$ cat config.mk
export PLATFORM = sky130hd
export DESIGN_NAME = matrix4x4_add_sub_mul
export DESIGN_NICKNAME = d
export VERILOG_FILES = /design/src/mxu_pkg.sv /design/src/matrix4x4_add_sub_mul.sv
export SDC_FILE = /design/constraint.sdc
export NUM_CORES = 2
export LEC_CHECK = 0
export BUFFER_PORTS_ARGS = -buffer_cell sky130_fd_sc_hd__buf_2
export CORE_MARGIN = 2
export CORE_UTILIZATION = 47
export DETAILED_ROUTE_END_ITERATION = 8
export GPL_ROUTABILITY_DRIVEN = 0
export GPL_TIMING_DRIVEN = 0
export SLEW_MARGIN = 30
export SYNTH_ARGS = -nofsm -noshare
export SYNTH_HDL_FRONTEND = slang
export SYNTH_SLANG_ARGS = --single-unit
$ cat constraint.sdc
create_clock -name clk_i -period 12.63 [get_ports clk_i]
set_input_delay 1.263 -clock clk_i [delete_from_list [all_inputs] [get_ports clk_i]]
set_output_delay 1.263 -clock clk_i [all_outputs]
set_load 0.02 [all_outputs]
$ cat src/mxu_pkg.sv
// Shared constants for the 4x4 fixed-point matrix add, subtract and multiply unit.
package mxu_pkg;

  parameter int DIM_DEF       = 4;
  parameter int FRAC_BITS_DEF = 16;

  parameter int DATA_W = 32;
  parameter int CMD_W  = 2;
  parameter int POS_W  = 4;

  parameter logic [CMD_W-1:0] CMD_ADD = 2'd0;
  parameter logic [CMD_W-1:0] CMD_SUB = 2'd1;
  parameter logic [CMD_W-1:0] CMD_MUL = 2'd2;

  parameter logic [DATA_W-1:0] SAT_MAX = {1'b0, {(DATA_W-1){1'b1}}};
  parameter logic [DATA_W-1:0] SAT_MIN = {1'b1, {(DATA_W-1){1'b0}}};

endpackage

$ cat src/matrix4x4_add_sub_mul.sv
// Matrix unit top level: element load, shared multiply-accumulate datapath and result register.
//
//   channel | valid / stall             | payload
//   --------+---------------------------+-------------------------------------
//   in      | in_valid_i / in_stall_o   | cmd_i, left_elem_i, right_elem_i
//   out     | out_valid_o / out_stall_i | value_o, position_o, final_res_o
//
// In beats load while in_stall_o is low; the DIM*DIM-th beat starts a pass over the stores.
// Multiply passes issue DIM*DIM*DIM products (one 32x32 multiplier, one read port per
// store); add and subtract passes issue DIM*DIM element operations.
// in_stall_o is high for the whole pass. Reset clears the control state only.
// A stalled result register freezes the datapath when the next result is ready, until the beat is taken.
module matrix4x4_add_sub_mul #(
  parameter int DIM       = mxu_pkg::DIM_DEF,
  parameter int FRAC_BITS = mxu_pkg::FRAC_BITS_DEF
) (
  input  logic                            clk_i,
  input  logic                            rst_ni,
  input  logic                            in_valid_i,
  output logic                            in_stall_o,
  input  logic [mxu_pkg::CMD_W-1:0]       cmd_i,
  input  logic signed [mxu_pkg::DATA_W-1:0] left_elem_i,
  input  logic signed [mxu_pkg::DATA_W-1:0] right_elem_i,
  output logic                            out_valid_o,
  input  logic                            out_stall_i,
  output logic signed [mxu_pkg::DATA_W-1:0] value_o,
  output logic [mxu_pkg::POS_W-1:0]       position_o,
  output logic                            final_res_o
);

  localparam int DATA_W = mxu_pkg::DATA_W;
  localparam int POS_W  = mxu_pkg::POS_W;
  localparam int CELLS  = DIM * DIM;
  localparam int ADDR_W = $clog2(CELLS);
  localparam int K_W    = $clog2(DIM);
  localparam int PROD_W = 2 * DATA_W - FRAC_BITS;
  localparam int ACC_W  = PROD_W + $clog2(DIM);

  typedef enum logic [2:0] {
    ST_LOAD  = 3'b001,
    ST_ISSUE = 3'b010,
    ST_DRAIN = 3'b100
  } state_e;

  state_e state_q, state_d;

  logic                      in_acc;
  logic                      advance;
  logic                      issuing;
  logic                      last_issue;
  logic                      is_mul;
  logic [mxu_pkg::CMD_W-1:0] op_q;

  logic [ADDR_W-1:0] load_cnt_q;
  logic [ADDR_W-1:0] n_q;
  logic [K_W-1:0]    i_q, j_q, k_q;
  logic [ADDR_W-1:0] left_addr, right_addr;
  logic              iss_first, iss_last;

  logic signed [DATA_W-1:0] left_mem  [CELLS];
  logic signed [DATA_W-1:0] right_mem [CELLS];
  logic signed [DATA_W-1:0] left_rd_q, right_rd_q;

  logic              s1_vld_q, s1_first_q, s1_last_q;
  logic [ADDR_W-1:0] s1_n_q;
  logic              s2_vld_q, s2_first_q, s2_last_q;
  logic [ADDR_W-1:0] s2_n_q;

  logic signed [2*DATA_W-1:0] prod_full;
  logic signed [2*DATA_W-1:0] prod_shift;
  logic signed [DATA_W:0]     addsub;
  logic signed [PROD_W-1:0]   prod_d, prod_q;
  logic signed [ACC_W-1:0]    acc_q, acc_sum;
  logic                       pos_ovf, neg_ovf;
  logic [DATA_W-1:0]          sat_val;
  logic                       out_load;

  assign in_stall_o = (state_q != ST_LOAD);
  assign in_acc     = in_valid_i && !in_stall_o;
  assign is_mul     = (op_q != mxu_pkg::CMD_ADD) && (op_q != mxu_pkg::CMD_SUB);
  assign advance    = !(s2_vld_q && s2_last_q && out_valid_o && out_stall_i);
  assign issuing    = (state_q == ST_ISSUE) && advance;

  assign iss_first  = is_mul ? (k_q == '0) : 1'b1;
  assign iss_last   = is_mul ? (k_q == K_W'(DIM - 1)) : 1'b1;
  assign last_issue = (n_q == ADDR_W'(CELLS - 1)) && iss_last;

  assign left_addr  = is_mul ? ADDR_W'(ADDR_W'(k_q) * ADDR_W'(DIM) + ADDR_W'(j_q)) : n_q;
  assign right_addr = is_mul ? ADDR_W'(ADDR_W'(i_q) * ADDR_W'(DIM) + ADDR_W'(k_q)) : n_q;

  always_comb begin
    state_d = state_q;
    case (state_q)
      ST_LOAD: begin
        if (in_acc && (load_cnt_q == ADDR_W'(CELLS - 1))) begin
          state_d = ST_ISSUE;
        end
      end
      ST_ISSUE: begin
        if (issuing && last_issue) begin
          state_d = ST_DRAIN;
        end
      end
      ST_DRAIN: begin
        if (!s1_vld_q && !s2_vld_q) begin
          state_d = ST_LOAD;
        end
      end
      default: state_d = ST_LOAD;
    endcase
  end

  always_ff @(posedge clk_i or negedge rst_ni) begin
    if (!rst_ni) begin
      state_q    <= ST_LOAD;
      load_cnt_q <= '0;
      op_q       <= mxu_pkg::CMD_ADD;
    end else begin
      state_q <= state_d;
      if (in_acc) begin
        if (load_cnt_q == ADDR_W'(CELLS - 1)) begin
          load_cnt_q <= '0;
          op_q       <= cmd_i;
        end else begin
          load_cnt_q <= load_cnt_q + 1'b1;
        end
      end
    end
  end

  // Issue counters: walk result cells, and the inner index for products.
  always_ff @(posedge clk_i or negedge rst_ni) begin
    if (!rst_ni) begin
      n_q <= '0;
      i_q <= '0;
      j_q <= '0;
      k_q <= '0;
    end else if (issuing) begin
      if (last_issue) begin
        n_q <= '0;
        i_q <= '0;
        j_q <= '0;
        k_q <= '0;
      end else if (is_mul && !iss_last) begin
        k_q <= k_q + 1'b1;
      end else begin
        k_q <= '0;
        n_q <= n_q + 1'b1;
        if (j_q == K_W'(DIM - 1)) begin
          j_q <= '0;
          i_q <= i_q + 1'b1;
        end else begin
          j_q <= j_q + 1'b1;
        end
      end
    end
  end

  always_ff @(posedge clk_i) begin
    if (in_acc) begin
      left_mem[load_cnt_q] <= left_elem_i;
    end
    if (advance) begin
      left_rd_q <= left_mem[left_addr];
    end
  end

  always_ff @(posedge clk_i) begin
    if (in_acc) begin
      right_mem[load_cnt_q] <= right_elem_i;
    end
    if (advance) begin
      right_rd_q <= right_mem[right_addr];
    end
  end

  always_ff @(posedge clk_i or negedge rst_ni) begin
    if (!rst_ni) begin
      s1_vld_q <= 1'b0;
      s2_vld_q <= 1'b0;
    end else if (advance) begin
      s1_vld_q <= issuing;
      s2_vld_q <= s1_vld_q;
    end
  end

  always_ff @(posedge clk_i) begin
    if (advance) begin
      s1_first_q <= iss_first;
      s1_last_q  <= iss_last;
      s1_n_q     <= n_q;
      s2_first_q <= s1_first_q;
      s2_last_q  <= s1_last_q;
      s2_n_q     <= s1_n_q;
      prod_q     <= prod_d;
    end
  end

  // Shared unit: one multiply, or an add or subtract, per cycle unless a stalled result freezes the datapath.
  always_comb begin
    prod_full  = left_rd_q * right_rd_q;
    prod_shift = prod_full >>> FRAC_BITS;
    if (op_q == mxu_pkg::CMD_SUB) begin
      addsub = {left_rd_q[DATA_W-1], left_rd_q} - {right_rd_q[DATA_W-1], right_rd_q};
    end else begin
      addsub = {left_rd_q[DATA_W-1], left_rd_q} + {right_rd_q[DATA_W-1], right_rd_q};
    end
    if (is_mul) begin
      prod_d = prod_shift[PROD_W-1:0];
    end else begin
      prod_d = {{(PROD_W-DATA_W-1){addsub[DATA_W]}}, addsub};
    end
  end

  always_comb begin
    acc_sum = (s2_first_q ? '0 : acc_q) + {{(ACC_W-PROD_W){prod_q[PROD_W-1]}}, prod_q};
    pos_ovf = !acc_sum[ACC_W-1] && (|acc_sum[ACC_W-2:DATA_W-1]);
    neg_ovf = acc_sum[ACC_W-1] && !(&acc_sum[ACC_W-2:DATA_W-1]);
    if (pos_ovf) begin
      sat_val = mxu_pkg::SAT_MAX;
    end else if (neg_ovf) begin
      sat_val = mxu_pkg::SAT_MIN;
    end else begin
      sat_val = acc_sum[DATA_W-1:0];
    end
  end

  always_ff @(posedge clk_i) begin
    if (advance && s2_vld_q) begin
      acc_q <= acc_sum;
    end
  end

  assign out_load = advance && s2_vld_q && s2_last_q;

  always_ff @(posedge clk_i or negedge rst_ni) begin
    if (!rst_ni) begin
      out_valid_o <= 1'b0;
    end else if (out_load) begin
      out_valid_o <= 1'b1;
    end else if (!out_stall_i) begin
      out_valid_o <= 1'b0;
    end
  end

  always_ff @(posedge clk_i) begin
    if (out_load) begin
      value_o     <= sat_val;
      position_o  <= POS_W'(s2_n_q);
      final_res_o <= (s2_n_q == ADDR_W'(CELLS - 1));
    end
  end

  a_load_idle: assert property (@(posedge clk_i) disable iff (!rst_ni)
    in_acc |-> (!s1_vld_q && !s2_vld_q))
    else $error("input beat accepted while datapath busy");

  a_hold_on_stall: assert property (@(posedge clk_i) disable iff (!rst_ni)
    (s2_vld_q && s2_last_q && out_valid_o && out_stall_i) |=>
      ($stable(prod_q) && $stable(s2_n_q) && $stable(value_o)))
    else $error("datapath advanced under a stalled result");

  a_final_pos: assert property (@(posedge clk_i) disable iff (!rst_ni)
    (out_valid_o && final_res_o) |-> (position_o == POS_W'(CELLS - 1)))
    else $error("last result at wrong position");

endmodule
== Word-level counts from Yosys, hierarchy flattened ==
Memory sizes are Yosys's and may differ from the RTL's. A register that Yosys moved wholly into a read port is not among the register bits.
Index checks and enable logic that the tools add are counted.

* Bits of input ports: 70
* Logic and storage cells: 109
* Flip-flop bits (word level): 169
* Memories: 2
* RAM bits: 1,024

{| class="wikitable"
|+ Memories
! memory !! words !! bits a word !! rd ports !! clocked after Yosys merged registers in !! wr ports !! RTL line !! RTL
|-
| left_mem || 16 || 32 || 1 || 1 || 1 || matrix4x4_add_sub_mul.sv:60 || <nowiki>logic signed [DATA_W-1:0] left_mem [CELLS];</nowiki>
|-
| right_mem || 16 || 32 || 1 || 1 || 1 || matrix4x4_add_sub_mul.sv:61 || <nowiki>logic signed [DATA_W-1:0] right_mem [CELLS];</nowiki>
|}

* Add/subtract/negate cells: 10
* Multipliers: 1
* Multiplexer cells: 26
* Equality and inequality tests: 16
* Reduce and logical (&&, ||, !) cells: 33

{| class="wikitable"
|+ Operators with widths
! cell !! number
|-
| $mul A32 B32 Y64 || 1
|-
| $add A50 B50 Y50 || 1
|-
| $mux W50 || 1
|-
| $mux W48 || 1
|-
| $add A32 B32 Y33 || 1
|-
| $mux W33 || 1
|-
| $sub A32 B32 Y33 || 1
|-
| $mux W32 || 1
|-
| $mux W4 || 5
|-
| $reduce_and A18 Y1 || 1
|-
| $reduce_or A18 Y1 || 1
|-
| $mux W2 || 8
|-
| $logic_and A1 B1 Y1 || 15
|-
| $eq A4 B4 Y1 const B || 3
|-
| $logic_not A1 Y1 || 9
|-
| $mux W3 || 3
|-
| $pmux W3 S3 || 1
|-
| $add A4 B1 Y4 const B || 2
|-
| $add A4 B2 Y4 || 2
|-
| $add A2 B1 Y2 const B || 3
|-
| $ne A2 B1 Y1 const B || 3
|-
| $ne A2 B2 Y1 const B || 3
|-
| $reduce_and A3 Y1 || 2
|-
| $mux W1 || 5
|-
| 9 further kinds || 12
|}

== Longest topological paths before layout ==
* Word-level depth: 8
* Depth in mapped cells: 30

== Worst setup path after synthesis ==
No wires, ideal clock.

* Path kind: reg-to-reg
* From: reg left_rd_q[31] (read register of left_mem)
* To: reg prod_q[44] (data pin)
* Period minus slack after synthesis: 8.094 ns
* Setup time: 0.256 ns
* Data arrival time: 7.838 ns
* Buffers on the path: 3
* Cell stages (with the launch flop): 31
* Setup slack: 4.536 ns
* Cell sequence: edfxtp_1 > clkbuf_1 > clkbuf_1 > nand2_1 > inv_1 > fa_1 > inv_1 > fa_1 > inv_1 > fa_1 > fa_1 > inv_1 > fa_1 > inv_1 > fa_1 > inv_1 > fa_1 > inv_1 > fa_1 > ha_1 > clkbuf_1 > a21o_1 > a21oi_1 > o21ai_0 > a21oi_1 > nor2_1 > a211oi_1 > nand2_1 > a21oi_1 > o211ai_1 > a31o_2

* Longest elaborated chain between the ends: 3
* Elaborated cells on any way between the ends: 5
* Those cells by class: 2 x add/sub; 1 x mul; 2 x mux

{| class="wikitable"
|+ RTL lines
! what !! RTL line !! RTL
|-
| start, declared || matrix4x4_add_sub_mul.sv:62 || <nowiki>logic signed [DATA_W-1:0] left_rd_q, right_rd_q;</nowiki>
|-
| branches (longest 2 deep; another with $mul A32 B32 Y64) || - ||
|-
| $mux W48 * || matrix4x4_add_sub_mul.sv:208 || <nowiki>if (is_mul) begin</nowiki>
|-
| named net prod_d[44] || matrix4x4_add_sub_mul.sv:72 || <nowiki>logic signed [PROD_W-1:0] prod_d, prod_q;</nowiki>
|-
| end signal, assigned || matrix4x4_add_sub_mul.sv:195 || <nowiki>prod_q <= prod_d;</nowiki>
|-
| end, declared || matrix4x4_add_sub_mul.sv:72 ||
|}

Mark *: on every way through the listed nets, which the timed path passes.
A chain may end at the register's enable or synchronous reset.

== Worst setup path in the final report ==
* From: reg right_rd_q[7] (read register of right_mem)
* To: reg prod_q[36] (data pin)

* Longest elaborated chain between the ends: 3
* Elaborated cells on any way between the ends: 5
* Those cells by class: 2 x add/sub; 1 x mul; 2 x mux

{| class="wikitable"
|+ RTL lines
! what !! RTL line
|-
| start, declared || matrix4x4_add_sub_mul.sv:62
|-
| branches (longest 2 deep; another with $mul A32 B32 Y64) || -
|-
| $mux W48 * || matrix4x4_add_sub_mul.sv:208
|-
| named net prod_d[36] || matrix4x4_add_sub_mul.sv:72
|}

Marked as above.

==> results.md <==
- EDFF count, synth: 1235
- Wire per inst: 27.1 um
- DP Cell Count: 9539
- Top_reg_cell synth: edfxtp_1
- DRT Pass-1 Iters: 6
- Drt drc: 0
- Skew-Pair Late Insertion Delay: 800 ps
- Commonest non-fill, non-tap cell in the layout: edfxtp_1
- Largest net degree at the start of global routing: 41
- Yosys warning total: 0
- Finished Core Util: 52.3%
- Most frequent cells in the layout: edfxtp_1, fa_1, inv_1
- Distinct cells, synth: 92
- TritonCTS Sinks: 1257
- DR vias: 56027
- DRT iter0 DRCs: 5470
- GRT Total Usage: 28.2%
- Crit path top cell by count: fa_1
- Synth Register Bits: 1257
- Final worst-path setup slack: 2470 ps
- Fin nets: 8605
- Filler cell count: 15900
- Vias/cell: 5.72
- Root Driver: clkbuf_16
- CTS resizes: 0
- Die Ht: 438 um
- Dpl ws: 2610 ps
- Io pins: 109
- Area Overhead vs Synth: 10.6%
- Max H-tree Level: 4
- Worst endpoint required time: 13170 ps
- Worst slew margin relative to its limit: 24.3%
- Mapped Cells: 6852
- CTS tree: yes
- Final setup skew: 36.1 ps
- CTS Buf Count: 134
- Arr. time, crit path: 10700 ps
- Endpoints failing setup: 0
- Die ar.: 0.192 mm^2
- Row cnt: 159
- Gr busiest metal: met2
- PortBufs: 108
- Wirelength, routed: 266000 um
- HP Class: register to register
- Met1 usage: 37.2%
- Worst Setup Path Type: register to register
- Synthesized Nets: 8275
- Mapped Avg Cell Area: 12.9 um^2
- Final Critical Period: 10160 ps
- Worst setup SP type: register
- CTS Hold Bufs: 0
- Routed Antenna Nets: 0
- Fin. Hold Viols: 0
- Fin crit share: 80.4%
- First-pass GRT wire length: 393000 um
- Core area: 0.188 mm^2
- Vias in the first global route: 58610
- Post-route insts no fill: 9794
- Synth Cell Area: 0.0887 mm^2
- CP endpoint kind: register
- Met3 Usage GRT: 7.28%
- Fmax: 98.4 MHz
- Worst-path clk slew: 60 ps
- Post-DP HPWL: 202000 um
- Unrepaired setup endpoints after global routing: no
- Initial Util: 47.3%
- Seq/Total Area, Yosys: 42.4%
- Grt met2 use: 44.7%
- Setup Buffers After CTS: 0
- Slowest stage delay, CP: 800 ps
- Max-slew violations: 0
- Status: finished clean
- Die width: 438 um
- Share of layout cells above drive strength 1: 10.8%
- Initial antenna violation count: 37
- Slowest CP cell: clkbuf_1
- Maximum clock path buffer count: 3
- Worst-margin pin slew: 1140 ps
- Fraction of registers with async set/reset: 1.75%
- Total congestion overflow: 0
- Max-cap violations: 0
- Critical path peak fanout: 10
[final timing paths]
path                                from             to  slack (ps)  depth (start not counted)
setup / recovery           right_rd_q[7]     prod_q[36]        2470                         26
hold / removal                 s1_last_q      s2_last_q         400                          0
setup reg to reg           right_rd_q[7]     prod_q[36]        2470                         26
hold reg to reg                s1_last_q      s2_last_q         400                          0
max in group asynchronous         rst_ni  load_cnt_q[3]       11820                          1
min in group asynchronous         rst_ni  load_cnt_q[2]         450                          1
[synth_stat cells, types with 19 or more instances]
cell / count / share of area (%)
edfxtp_1: 1235 / 42
fa_1: 1083 / 24
inv_1: 1015 / 4.3
nand2_1: 759 / 3.2
and2_1: 590 / 4.2
clkbuf_1: 299 / 1.3
ha_1: 270 / 3.8
mux4_2: 256 / 6.5
a21oi_1: 157 / 0.89
nor2_1: 112 / 0.47
o21ai_0: 108 / 0.61
xnor2_1: 94 / 0.93
nor2b_1: 93 / 0.66
a211oi_1: 86 / 0.73
a21o_1: 81 / 0.69
a31oi_1: 80 / 0.56
xor2_1: 60 / 0.59
nand3_1: 56 / 0.32
buf_1: 49 / 0.21
o221ai_2: 28 / 0.47
nand4_1: 27 / 0.19
nor3_1: 26 / 0.15
nand2b_1: 24 / 0.17
o21a_1: 22 / 0.19
and3_1: 21 / 0.15
dfrtp_1: 21 / 0.59
o21bai_1: 19 / 0.16
[cell families (layout without fill, tap and decap cells)]
logic type | after synthesis | after routing | synth area share, %
compound gates | 676 | 676 | 5.23
xor+xnor | 154 | 154 | 1.52
fa+ha+maj | 1353 | 1353 | 28.3
buf+inv | 1376 | 1806 | 5.89
flops | 1257 | 1257 | 42.4
mux | 264 | 264 | 6.59
other cells | 0 | 17 | 0
simple gates | 1772 | 1772 | 10.1
[critical path: cells and delay by family (launching register included)]
kind                     cells  cell delay, ps
adder cells (fa/ha/maj)      9            4250
AO/OA/AOI/OAI                5            1760
AND/OR/NAND/NOR              5            1660
buffers and inverters        6            1570
flip-flops                   1             440
XOR/XNOR                     1             170
[stage by stage]
| stage | setup TNS, ps | area (um^2) | hold slack (ps) |
|---|---|---|---|
| after detailed placement | 0 | 93700 | 405 |
| after global routing | 0 | 98000 | 426 |
| after floorplan | 0 | 88700 | 400 |
| after CTS | 0 | 98000 | 414 |
| after global placement | -104170 | 92400 | 405 |
| final | 0 | 98100 | 403 |
[metal layers]
layer	wire, um	vias to the layer above
met5	122	-
met4	13000	22
met3	25300	545
met2	123000	2538
met1	104000	29272
li1	-	23650
[state kept, by name (all words and copies together) (netlist names), 2 cells and up]
name,cells
op_q,2
acc_q,50
k_q,2
right_rd_q,32
prod_q,48
left_rd_q,32
s1_n_q,4
load_cnt_q,4
i_q,2
j_q,2
s2_n_q,4
state_q,3
right_mem,512
left_mem,512
position_o,4
n_q,4
value_o,32
[area by class of cell]
cell class / count / area, um^2 / area share, %
flip-flops and latches: 1257 / 37600 / 38.4
clock inverters: 74 / 812 / 0.828
plain buffers: 360 / 1470 / 1.49
well taps: 2495 / 3120 / 3.18
repair buffers: 194 / 1730 / 1.77
clock buffers: 162 / 3510 / 3.58
diodes: 17 / 42.5 / 0.0434
inverters: 1016 / 3810 / 3.89
multi-input cells: 4219 / 45900 / 46.8
Power is not shown: default switching activity piles up to over one toggle a cycle in this logic, so the estimate is an artifact.
